===== src/sv/pmr_pkg.sv =====
`timescale 1ns / 1ps
`default_nettype none

package pmr_pkg;

    localparam int TABLE_DEPTH = 256;
    localparam int SRC_DEPTH   = 256;
    localparam int IDX_W       = $clog2(TABLE_DEPTH);
    localparam int CNT_W       = $clog2(TABLE_DEPTH + 1);
    localparam int CAP_16      = 16;

    localparam logic [1:0] ACT_LOAD    = 2'd0;
    localparam logic [1:0] ACT_REINDEX = 2'd1;
    localparam logic [1:0] ACT_READ    = 2'd2;

    localparam logic [1:0] ST_OK    = 2'd0;
    localparam logic [1:0] ST_NEW   = 2'd1;
    localparam logic [1:0] ST_FULL  = 2'd2;
    localparam logic [1:0] ST_MISS  = 2'd3;

    typedef struct packed {
        logic [1:0]  action;
        logic [7:0]  slot;
        logic [15:0] color;
        logic [7:0]  pixel_in;
    } t_in_beat;

    typedef struct packed {
        logic [7:0]  pixel_out;
        logic [7:0]  merged_index;
        logic [15:0] color_out;
        logic [8:0]  merged_count;
        logic [1:0]  status;
    } t_out_beat;

    typedef enum logic [3:0] {
        S_IDLE,
        S_DISPATCH,
        S_LD_KEY,
        S_SRC_RD,
        S_SRC_KEY,
        S_SCAN,
        S_LOOKUP_END,
        S_MREAD,
        S_MREAD_END,
        S_DONE
    } t_state;

    typedef enum logic [3:0] {
        DP_NOP,
        DP_CAPTURE,
        DP_LD_KEY,
        DP_SRC_READ,
        DP_SRC_KEY,
        DP_SCAN,
        DP_LOAD_END,
        DP_PIX_END,
        DP_MREAD,
        DP_MREAD_END,
        DP_PUBLISH
    } t_dp_op;

    typedef enum logic [1:0] {
        NIB_FULL,
        NIB_HI,
        NIB_LO
    } t_nib;

    typedef struct packed {
        t_dp_op op;
        t_nib   nib;
    } t_dp_cmd;

    typedef struct packed {
        logic [1:0] action;
        logic       mode;
        logic       hit;
        logic       miss;
    } t_dp_status;

endpackage

`default_nettype wire


===== src/sv/pmr_ctrl.sv =====
`timescale 1ns / 1ps
`default_nettype none

module pmr_ctrl (
    input  wire logic                i_clk,
    input  wire logic                i_rst_n,
    input  wire logic                i_in_valid,
    input  wire logic                i_out_stall,
    input  wire pmr_pkg::t_dp_status i_status,
    output pmr_pkg::t_dp_cmd         o_cmd,
    output logic                     o_in_stall,
    output logic                     o_out_valid
);

    pmr_pkg::t_state r_state;
    pmr_pkg::t_state n_state;
    pmr_pkg::t_nib   r_nib;
    pmr_pkg::t_nib   n_nib;
    logic            r_out_valid;
    logic            n_out_valid;
    logic            out_free;

    assign out_free = !r_out_valid || !i_out_stall;

    always_ff @(posedge i_clk) begin
        if (!i_rst_n) begin
            r_state     <= pmr_pkg::S_IDLE;
            r_nib       <= pmr_pkg::NIB_FULL;
            r_out_valid <= 1'b0;
        end else begin
            r_state     <= n_state;
            r_nib       <= n_nib;
            r_out_valid <= n_out_valid;
        end
    end

    always_comb begin
        n_state     = r_state;
        n_nib       = r_nib;
        n_out_valid = r_out_valid && i_out_stall;
        case (r_state)
            pmr_pkg::S_IDLE: begin
                if (i_in_valid) begin
                    n_state = pmr_pkg::S_DISPATCH;
                end
            end
            pmr_pkg::S_DISPATCH: begin
                case (i_status.action)
                    pmr_pkg::ACT_LOAD: begin
                        n_state = pmr_pkg::S_LD_KEY;
                    end
                    pmr_pkg::ACT_REINDEX: begin
                        n_state = pmr_pkg::S_SRC_RD;
                        n_nib   = i_status.mode ? pmr_pkg::NIB_FULL : pmr_pkg::NIB_HI;
                    end
                    pmr_pkg::ACT_READ: begin
                        n_state = pmr_pkg::S_MREAD;
                    end
                    default: begin
                        n_state = pmr_pkg::S_DONE;
                    end
                endcase
            end
            pmr_pkg::S_LD_KEY:  n_state = pmr_pkg::S_SCAN;
            pmr_pkg::S_SRC_RD:  n_state = pmr_pkg::S_SRC_KEY;
            pmr_pkg::S_SRC_KEY: n_state = pmr_pkg::S_SCAN;
            pmr_pkg::S_SCAN: begin
                if (i_status.hit || i_status.miss) begin
                    n_state = pmr_pkg::S_LOOKUP_END;
                end
            end
            pmr_pkg::S_LOOKUP_END: begin
                if (i_status.action == pmr_pkg::ACT_REINDEX && r_nib == pmr_pkg::NIB_HI) begin
                    n_state = pmr_pkg::S_SRC_RD;
                    n_nib   = pmr_pkg::NIB_LO;
                end else begin
                    n_state = pmr_pkg::S_DONE;
                end
            end
            pmr_pkg::S_MREAD:     n_state = pmr_pkg::S_MREAD_END;
            pmr_pkg::S_MREAD_END: n_state = pmr_pkg::S_DONE;
            pmr_pkg::S_DONE: begin
                if (out_free) begin
                    n_state     = pmr_pkg::S_IDLE;
                    n_out_valid = 1'b1;
                end
            end
            default: begin
                n_state = pmr_pkg::S_IDLE;
            end
        endcase
    end

    always_comb begin
        o_cmd.op  = pmr_pkg::DP_NOP;
        o_cmd.nib = r_nib;
        case (r_state)
            pmr_pkg::S_LD_KEY:    o_cmd.op = pmr_pkg::DP_LD_KEY;
            pmr_pkg::S_SRC_RD:    o_cmd.op = pmr_pkg::DP_SRC_READ;
            pmr_pkg::S_SRC_KEY:   o_cmd.op = pmr_pkg::DP_SRC_KEY;
            pmr_pkg::S_SCAN:      o_cmd.op = pmr_pkg::DP_SCAN;
            pmr_pkg::S_LOOKUP_END: begin
                if (i_status.action == pmr_pkg::ACT_LOAD) begin
                    o_cmd.op = pmr_pkg::DP_LOAD_END;
                end else begin
                    o_cmd.op = pmr_pkg::DP_PIX_END;
                end
            end
            pmr_pkg::S_MREAD:     o_cmd.op = pmr_pkg::DP_MREAD;
            pmr_pkg::S_MREAD_END: o_cmd.op = pmr_pkg::DP_MREAD_END;
            pmr_pkg::S_DONE: begin
                if (out_free) begin
                    o_cmd.op = pmr_pkg::DP_PUBLISH;
                end
            end
            default: begin
                o_cmd.op = pmr_pkg::DP_NOP;
            end
        endcase
    end

    assign o_in_stall  = r_state != pmr_pkg::S_IDLE;
    assign o_out_valid = r_out_valid;

endmodule

`default_nettype wire


===== config.mk =====
export PLATFORM = sky130hd
export DESIGN_NAME = pmr_ctrl
export DESIGN_NICKNAME = d
export VERILOG_FILES = /design/src/sv/pmr_pkg.sv /design/src/sv/pmr_ctrl.sv
export SDC_FILE = /design/constraint.sdc
export NUM_CORES = 1
export LEC_CHECK = 0
export BUFFER_PORTS_ARGS = -buffer_cell sky130_fd_sc_hd__buf_2
export CAP_MARGIN = 30
export CORE_AREA = 2 2 48 50
export CTS_BUF_LIST = sky130_fd_sc_hd__clkbuf_4 sky130_fd_sc_hd__clkbuf_8
export CTS_CLUSTER_SIZE = 24
export DETAILED_ROUTE_END_ITERATION = 7
export DIE_AREA = 0 0 50 52
export PLACE_DENSITY = 0.5
export SYNTH_ARGS = -nofsm -noshare
export SYNTH_HDL_FRONTEND = slang
export SYNTH_SLANG_ARGS = --single-unit

===== constraint.sdc =====
create_clock -name i_clk -period 1.4 [get_ports i_clk]
set_clock_uncertainty 0.1 [all_clocks]
set_input_delay 0.28 -clock i_clk [delete_from_list [all_inputs] [get_ports i_clk]]
set_output_delay 0.28 -clock i_clk [all_outputs]
set_load 0.02 [all_outputs]

# Word-level counts from Yosys, hierarchy flattened
# Cells that the tools add are included.
dict set report totals {
  reg_bits 7
  output_inout_bits 8
}
dict set report op_classes {
  eq_ne 17
  n_reduce_logical 13
  mux 15
}
# op count
set ops {}
lappend ops {{$pmux W4 S9} 1}
lappend ops {{$pmux W4 S8} 1}
lappend ops {{$mux W4} 5}
lappend ops {{$eq A4 B3 Y1 const B} 4}
lappend ops {{$pmux W4 S3} 1}
lappend ops {{$ne A2 B2 Y1 const B} 5}
lappend ops {{$eq A4 B2 Y1 const B} 2}
lappend ops {{$eq A4 B4 Y1 const B} 2}
lappend ops {{$reduce_and A3 Y1} 2}
lappend ops {{$eq A2 B1 Y1 const B} 2}
lappend ops {{$eq A4 B1 Y1 const B} 1}
lappend ops {{$logic_not A4 Y1} 1}
lappend ops {{$mux W1} 4}
lappend ops {{$mux W2} 2}
lappend ops {{$pmux W2 S2} 1}
lappend ops {{$reduce_bool A4 Y1} 1}
lappend ops {{$eq A2 B2 Y1 const B} 1}
lappend ops {{$logic_and A1 B1 Y1} 2}
lappend ops {{$logic_not A1 Y1} 2}
lappend ops {{$logic_not A2 Y1} 1}
lappend ops {{$logic_or A1 B1 Y1} 2}
lappend ops {{$reduce_bool A2 Y1} 1}
lappend ops {{$reduce_or A2 Y1} 1}

# Logic depth before layout (Yosys ltp)
# Gate-level depths: netlist of the first run.
dict set report logic_depth {
  word_depth 4
  ltp_mapped 6
}

# Worst setup path after synthesis of the first run
# OpenSTA, ideal clock, no wires.
dict set report synth_timing {
  kind {flip-flop to output port}
  start {register r_state[0]}
  end {output o_cmd[2] (netlist bit)}
  required_time_ns 1.020
  arrival_time_ns 1.203
  slack_ns -0.183
  stages_incl_launch_ff 4
  path_cell_list {dfxtp_1 buf_2 buf_2 o32ai_1}
}
# element line_no
set synth_lines {}
lappend synth_lines {{start: declaration} pmr_ctrl.sv:15} ;# pmr_pkg::t_state r_state;
lappend synth_lines {{start signal: assignment} pmr_ctrl.sv:27} ;# r_state <= pmr_pkg::S_IDLE;
lappend synth_lines {{start signal: assignment} pmr_ctrl.sv:31} ;# r_state <= n_state;
lappend synth_lines {{end: declaration} pmr_ctrl.sv:10} ;# output pmr_pkg::t_dp_cmd o_cmd,

==> results.json, run 1 <==
{
  "start_util_pct": 23.7,
  "startpoint_type": "register",
  "fin_crit_ns": 1.64,
  "cts.htree.levels": 1,
  "grt_pass1_wl_um": 2480,
  "p_per_area_mw_per_mm2": 1020,
  "max-vdd-ir-drop_v": 0.000778,
  "cp_data_required_time_ns": 1.02,
  "synth.distinct_cells": 27,
  "ioPinCount": 17,
  "fp.dieW_um": 50,
  "grt_pass1_vias": 584,
  "p_sw_share_pct": 33.9,
  "drv_cap": 0,
  "r2r-end": "r_nib[0]",
  "path_clk_slew_ns": 0.05,
  "whs_ns": 0.126,
  "r2r-start": "r_state[2]",
  "antenna_found_initial": 0,
  "drtIter0Drc": 7,
  "grt_usage_pct": 12.3,
  "grt-ovfl-total": 0,
  "internal-power_w": 0.000621,
  "clockBufferDepth": 2,
  "gp_routability_congestion": 0.767,
  "crit_family": "flip-flops",
  "p_switching_w": 0.000318,
  "reg2reg_depth": 5,
  "fillers": 219,
  "stdcell_area_um2": 923,
  "crit_arrival_ns": 1.26,
  "max_freq_ghz": 0.611,
  "drive_gt1_share_pct": 57.1,
  "wl_per_cell_um": 11.7,
  "finalHoldViolations": 0,
  "ant_nets": 0,
  "status": "complete, but fails checks",
  "clk_latency_ns": 0.24,
  "postCtsHoldBufs": 0,
  "cts_tree": "yes",
  "p_leak_nw": 0.396,
  "diodes": 0,
  "crit_path_top_delay_cell": "dfxtp_4",
  "regToRegSetupSlack_ns": -0.05,
  "critPathMaxFanout": 7,
  "p_comb_share_pct": 51.4,
  "tightest_slew_ns": 0.219,
  "nets": 115,
  "syn_inst": 70,
  "timing.final.crit_share_pct": 117,
  "cts_root_buf": "clkbuf_4",
  "vias_per_cell": 4.70,
  "drcViolationCount": 0,
  "ys_seq_area_share_pct": 28.1,
  "cts_inserted_buffers": 3,
  "final_cell_mix": "15 x buf_4, 11 x buf_2, 10 x nand2_1, 10 x buf_6, 5 x nand2b_1",
  "cts.sinks": 7,
  "area_delta_synth_final_pct": 85.0,
  "critPathCaptureType": "output pin",
  "die_area_mm2": 0.00260,
  "cp.depth": 4,
  "die_y_um": 52,
  "seqPwrFrac_pct": 27.8,
  "startpoint": "r_state[2]",
  "power_frac_clock_pct": 20.8,
  "setup_viol": 7,
  "postSynthAreaPerCell_um2": 7.13,
  "rsz0062_at_grt": "yes",
  "endpoint": "o_cmd[2]",
  "path_cells": "nor3b_2 > o22ai_2 > o32ai_2 > buf_4",
  "final_common_cell": "buf_4",
  "maxSlewHeadroom_pct": 85.3,
  "worst_slack_ns": -0.236,
  "synth_area_um2": 499,
  "io_buffers": 16,
  "post-route-util_pct": 43.9,
  "placedInstanceArea_um2": 717,
  "crit_path_max_incr_delay_ns": 0.40,
  "maxSlewViolCount": 0,
  "synth_nets": 79,
  "drt-total-wl_um": 1550,
  "first_pass_iters": 4,
  "path_buf_inv": 1,
  "violations": "setup timing",
  "via_count": 625,
  "criticalPathCategory": "reg -> out",
  "synth-seq-cells": 7,
  "coreArea_mm2": 0.00211,
  "rows": 17,
  "min_path_type": "in -> reg",
  "hpwl_um": 1060,
  "yosys_warnings": 0,
  "grt_start_max_net_pins": 9
}
## kinds of logic after synthesis
kind of cell | Yosys count | synth area share [%]
AOI/OAI and AO/OA | 16 | 21.3
buffers and inverters | 7 | 6.27
DFF | 7 | 28.1
muxes | 1 | 2.01
and+or+nand+nor | 39 | 42.4
## worst min path at each step
stage | from | slack (ns) | endpoint | cells after the start
global placement | r_nib[1] | 0.35 | r_nib[1] | 2
floorplan | i_status[2] | 0.28 | r_nib[0] | 1
global route | i_status[2] | 0.12 | r_nib[0] | 2
finish | i_status[2] | 0.13 | r_nib[0] | 2
detailed placement | r_nib[1] | 0.34 | r_nib[1] | 2
CTS | i_status[2] | 0.12 | r_nib[0] | 2
## cell type report
| type | instances | area, µm² | area share (%) |
|---|---|---|---|
| repair buffers | 36 | 280 | 30.4 |
| multi-input cells | 56 | 415 | 45.0 |
| clock buffers | 4 | 30.0 | 3.25 |
| well taps | 28 | 35.0 | 3.79 |
| flip-flops and latches | 7 | 155 | 16.8 |
| inverters | 2 | 7.51 | 0.813 |
## sequential cells by signal (all words and copies together) (netlist names)
name,cells
o_out_valid,1
r_nib,2
r_state,4
## power by group through the flow
stage	sequential, W	clock, W	combinational (W)
detailed placement	0.000254	0	0.000344
CTS	0.000260	0.000206	0.000434
global route	0.000267	0.000214	0.000522
global placement	0.000254	0	0.000344
floorplan	0.000232	0	0.000215
finish	0.000261	0.000195	0.000483
## synthesized netlist by cell type
library cell	n	area share [%]
inv_1	2	1.5
a31oi_1	2	2.5
nor3_1	3	3.0
o31ai_1	2	3.0
buf_2	4	4.0
nor3b_1	1	1.5
dfxtp_1	7	28
a311o_1	1	2.0
nand2b_1	7	8.8
clkbuf_1	1	0.75
o22a_1	1	1.8
o32ai_1	1	1.8
nor2_1	5	3.8
and2_1	1	1.3
nand4_1	1	1.3
nor2b_1	1	1.3
a21oi_1	3	3.0
nand3b_1	2	3.0
nand4b_1	2	3.5
nand2_1	12	9.0
o21ai_0	2	2.0
or3_1	1	1.3
o211ai_1	1	1.5
and3_1	2	2.5
or4_4	1	2.3
o22ai_1	3	3.8
mux2i_1	1	2.0
## through the flow
stage          instances  setup slack, ns  setup TNS, ns  total power [W]
4_1_cts              132           -0.252          -1.13         0.000899
6_report             133           -0.236         -0.848         0.000939
5_1_grt              133           -0.306          -1.25          0.00100
3_5_place_dp         124           -0.128         -0.303         0.000598
2_1_floorplan         70          -0.0648         -0.100         0.000447
3_3_place_gp         124          -0.0881         -0.249         0.000597
## worst reg2reg max path, delay by kind of cell (launching register included)
kind / cells / cell delay [ns]
and+or+nand+nor: 3 / 0.66
DFF: 1 / 0.40
buffers and inverters: 1 / 0.11
AOI/OAI and AO/OA: 1 / 0.07
## timing repair
item                                    CTS  global route
pin swaps                                 5             4
resized for setup                        26            13
buffers inserted                          4             2
endpoints found under the setup margin    9            10
## routing by layer
layer  up-vias  wire [µm]  GRT usage (%)  part of all wire, %
met5         -          0              0                    0
met4         0          0              0                    0
met3         0         81           4.31                  5.2
met2        19        746           20.8                   48
met1       286        726           16.0                   47
li1        320          -              -                    -
No activity file was read; power rests on OpenSTA's default activity.
==> run 2: changes to the inputs <==
- BUFFER_PORTS_ARGS: -buffer_cell sky130_fd_sc_hd__buf_2 -> default
- DONT_BUFFER_PORTS: default -> 1
- PLACE_DENSITY: 0.5 -> 0.43
==> results.json, run 2 (synthesized netlist as in run 1, its figures left out) <==
{
  "drcViolationCount": 0,
  "grt_pass1_vias": 625,
  "postCtsHoldBufs": 0,
  "r2r-start": "r_state[0]",
  "finalHoldViolations": 0,
  "max-vdd-ir-drop_v": 0.000549,
  "setup_viol": 10,
  "ant_nets": 0,
  "nets": 107,
  "cts.sinks": 7,
  "maxSlewViolCount": 0,
  "clockBufferDepth": 2,
  "timing.final.crit_share_pct": 113,
  "rows": 17,
  "dp_slack_ns": -0.0706,
  "tightest_slew_ns": 0.249,
  "critPathCaptureType": "output pin",
  "cts_inserted_buffers": 3,
  "maxSlewHeadroom_pct": 83.3,
  "ioPinCount": 17,
  "critPathMaxFanout": 5,
  "startpoint": "r_state[1]",
  "via_count": 611,
  "cts.htree.levels": 1,
  "crit_arrival_ns": 1.21,
  "drtIter0Drc": 12,
  "antenna_found_initial": 0,
  "hpwl_um": 1090,
  "final_common_cell": "buf_4",
  "cts_root_buf": "clkbuf_4",
  "max_freq_ghz": 0.630,
  "min_path_type": "in -> reg",
  "p_per_area_mw_per_mm2": 1070,
  "startpoint_type": "register",
  "grt_pass1_wl_um": 2630,
  "setup_tns_ns": -1.08,
  "vias_per_cell": 4.89,
  "criticalPathCategory": "reg -> out",
  "fin_crit_ns": 1.59,
  "drive_gt1_share_pct": 56.7,
  "p_leak_nw": 0.369,
  "first_pass_iters": 3,
  "top_register": "r_state",
  "rsz0062_at_grt": "yes",
  "start_util_pct": 23.7,
  "grt_usage_pct": 13.2,
  "gp_routability_congestion": 0.769,
  "diodes": 0,
  "largest_reg_flops": 4,
  "worst_slack_ns": -0.187,
  "grt-ovfl-total": 0,
  "violations": "setup timing",
  "die_area_mm2": 0.00260,
  "drv_cap": 0,
  "drt-total-wl_um": 1570,
  "clk_latency_ns": 0.25,
  "status": "complete, but fails checks",
  "coreArea_mm2": 0.00211,
  "area_delta_synth_final_pct": 81.5,
  "final_cell_mix": "21 x buf_4, 9 x nand2_1, 7 x buf_6",
  "cts_tree": "yes",
  "min_from": "i_status[2]",
  "wl_per_cell_um": 12.6,
  "fp.dieW_um": 50,
  "grt_start_max_net_pins": 8,
  "cp_data_required_time_ns": 1.02,
  "die_y_um": 52,
  "path_clk_slew_ns": 0.05,
  "io_buffers": 0
}
==> run 2: changes by cell type in the layout (fill, tap and decap cells not counted), moves of 2 or more <==
| cell | delta |
|---|---|
| buf_2 | -11 |
| buf_4 | +6 |
| buf_6 | -3 |
| nor2_2 | -2 |
| nor2_4 | +2 |
==> run 2: final timing paths <==
path,endpoint,slack [ns],cells after the start
min,r_nib[0],0.03,1
min reg2reg,o_out_valid,0.48,2
max,o_cmd[2],-0.19,4
max reg2reg,r_nib[0],-0.12,5
==> run 2: per-stage QoR <==
| step | area (µm²) | utilization, % | hold slack (ns) | power (W) | std cells |
|---|---|---|---|---|---|
| finish | 906 | 43.0 | 0.0302 | 0.000967 | 125 |
| global route | 906 | 43.0 | 0.00709 | 0.00104 | 125 |
| CTS | 876 | 41.6 | 0.0184 | 0.000937 | 123 |
| detailed placement | 674 | 32.0 | 0.289 | 0.000579 | 113 |
| global placement | 674 | 32.0 | 0.288 | 0.000580 | 113 |
| floorplan | 513 | - | 0.283 | 0.000447 | 70 |
==> run 2: final cells by class <==
type                       instances  area (µm²)
multi-input combinational         56         444
timing repair buffer              28         236
clock buffer                       4        30.0
sequential                         7         153
tap                               28        35.0
inverter                           2        7.51
fill                             218        1200
==> run 2: worst max-delay path: stages, from the launching register on <==
cell	delay, ns
dfxtp_2	0.33
buf_6	0.13
nand2b_4	0.14
o32ai_2	0.19
buf_4	0.18
==> run 2: power by group <==
part	internal, W	leakage (nW)	total (W)	switching, W
sequential	0.000222	0.0595	0.000250	0.0000273
clock	0.000128	0.0184	0.000206	0.0000776
combinational	0.000277	0.291	0.000511	0.000233
==> run 2: routing by layer <==
metal | GRT usage [%] | routed length, µm | vias to the layer above
li1 | - | - | 307
met1 | 14.9 | 695 | 282
met2 | 22.8 | 755 | 20
met3 | 6.03 | 103 | 2
met4 | 2.78 | 14 | 0
met5 | 0 | 0 | -
==> run 2: timing repair <==
action | in CTS | in global routing
endpoints found under the hold margin | 0 | 0
cloned | 0 | 0
pin swaps | 11 | 8
resized for setup | 32 | 5
setup buffers | 6 | 2
setup endpoints to repair | 8 | 11
==> run 3: changes to the inputs <==
- RECOVER_POWER: default -> 25
==> results.json, run 3 (synthesized netlist as in run 1, its figures left out) <==
{
  "setup_tns_ns": -1.08,
  "ant_nets": 0,
  "start_util_pct": 23.7,
  "criticalPathCategory": "reg -> out",
  "antenna_found_initial": 0,
  "cts_tree": "yes",
  "largest_reg_flops": 4,
  "cts_root_buf": "clkbuf_4",
  "gp_routability_congestion": 0.769,
  "post-route-util_pct": 42.8,
  "max-vdd-ir-drop_v": 0.000549,
  "die_y_um": 52,
  "grt_start_max_net_pins": 8,
  "dp_cells": 113,
  "cts.sinks": 7,
  "p_leak_nw": 0.364,
  "worst_slack_ns": -0.187,
  "drt-total-wl_um": 1570,
  "drtIter0Drc": 12,
  "fp.dieW_um": 50,
  "grt_usage_pct": 13.2,
  "hpwl_um": 1090,
  "io_buffers": 0,
  "critPathMaxFanout": 5,
  "maxSlewHeadroom_pct": 81.5,
  "wl_per_cell_um": 12.5,
  "first_pass_iters": 3,
  "drv_cap": 0,
  "clk_latency_ns": 0.25,
  "area_delta_synth_final_pct": 80.7,
  "drive_gt1_share_pct": 55.7,
  "nets": 107,
  "final_cells": 125,
  "maxSlewViolCount": 0,
  "postCtsHoldBufs": 0,
  "die_area_mm2": 0.00260,
  "cts.htree.levels": 1,
  "cp_data_required_time_ns": 1.02,
  "fillers": 218,
  "ioPinCount": 17,
  "p_per_area_mw_per_mm2": 1070,
  "drcViolationCount": 0,
  "rows": 17,
  "rsz0062_at_grt": "yes",
  "finalHoldViolations": 0,
  "critPathCaptureType": "output pin",
  "tightest_slew_ns": 0.277,
  "status": "complete, but fails checks",
  "crit_arrival_ns": 1.21,
  "cts_inserted_buffers": 3,
  "final_common_cell": "buf_4",
  "violations": "setup timing",
  "vias_per_cell": 4.89,
  "max_freq_ghz": 0.630,
  "fin_crit_ns": 1.59,
  "final_cell_mix": "20 x buf_4, 9 x nand2_1, 7 x buf_6",
  "setup_viol": 10,
  "grt_pass1_vias": 625,
  "grt_pass1_wl_um": 2630,
  "clockBufferDepth": 2,
  "startpoint_type": "register",
  "diodes": 0,
  "coreArea_mm2": 0.00211,
  "top_register": "r_state",
  "via_count": 611,
  "grt-ovfl-total": 0,
  "path_clk_slew_ns": 0.05,
  "min_path_type": "in -> reg",
  "timing.final.crit_share_pct": 113
}
-- run 3: cell types whose count changed in the layout (fill, tap and decap cells not counted), sizes merged --
cell    before  now
clkbuf       4    5
buf         28   27
-- run 3: layout make-up --
class                   count  area (µm²)  share of cell area, %
clock buffers               4        30.0                   3.33
repair buffers             28         233                   25.8
well taps                  28        35.0                   3.88
multi-input cells          56         444                   49.2
inverters                   2        7.51                  0.832
flip-flops and latches      7         153                   16.9
-- run 3: per-layer routing --
metal / track usage, % / wire length (µm) / up-vias
met2: 22.8 / 755 / 20
met4: 2.78 / 14 / 0
li1: - / - / 307
met1: 14.9 / 694 / 282
met5: 0 / 0 / -
met3: 6.03 / 103 / 2
-- run 3: stage by stage --
step | hold WS, ns | power, W | worst slack [ns] | cell area (µm²)
after floorplan | 0.283 | 0.000447 | -0.0648 | 513
after global placement | 0.288 | 0.000580 | -0.0435 | 674
after detailed placement | 0.289 | 0.000579 | -0.0706 | 674
after CTS | 0.0184 | 0.000937 | -0.228 | 876
after global routing | 0.00709 | 0.00104 | -0.256 | 902
final | 0.0302 | 0.000967 | -0.187 | 902
-- run 3: critical path, stage by stage (launching register included) --
cell	delay, ns
dfxtp_2	0.33
buf_6	0.13
nand2b_4	0.14
o32ai_2	0.19
buf_4	0.18
-- run 3: repair_timing --
action / CTS / global route
endpoints found under the setup margin: 8 / 11
buffers inserted: 6 / 2
resized for setup: 32 / 5
pin swaps: 11 / 8
gates cloned: 0 / 0
-- run 3: where the power goes --
group / switching, W / leakage, nW / internal (W)
logic: 0.000233 / 0.286 / 0.000277
clock network: 0.0000776 / 0.0184 / 0.000128
registers: 0.0000273 / 0.0595 / 0.000222
total: 0.000338 / 0.364 / 0.000628
-- run 3: final timing paths --
check | from | to | slack, ns | cells after the start
worst max-delay path | r_state[1] | o_cmd[2] | -0.19 | 4
worst max register to register | r_state[0] | r_nib[0] | -0.12 | 5
worst min-delay path | i_status[2] | r_nib[0] | 0.03 | 1
worst min register to register | o_out_valid | o_out_valid | 0.48 | 2
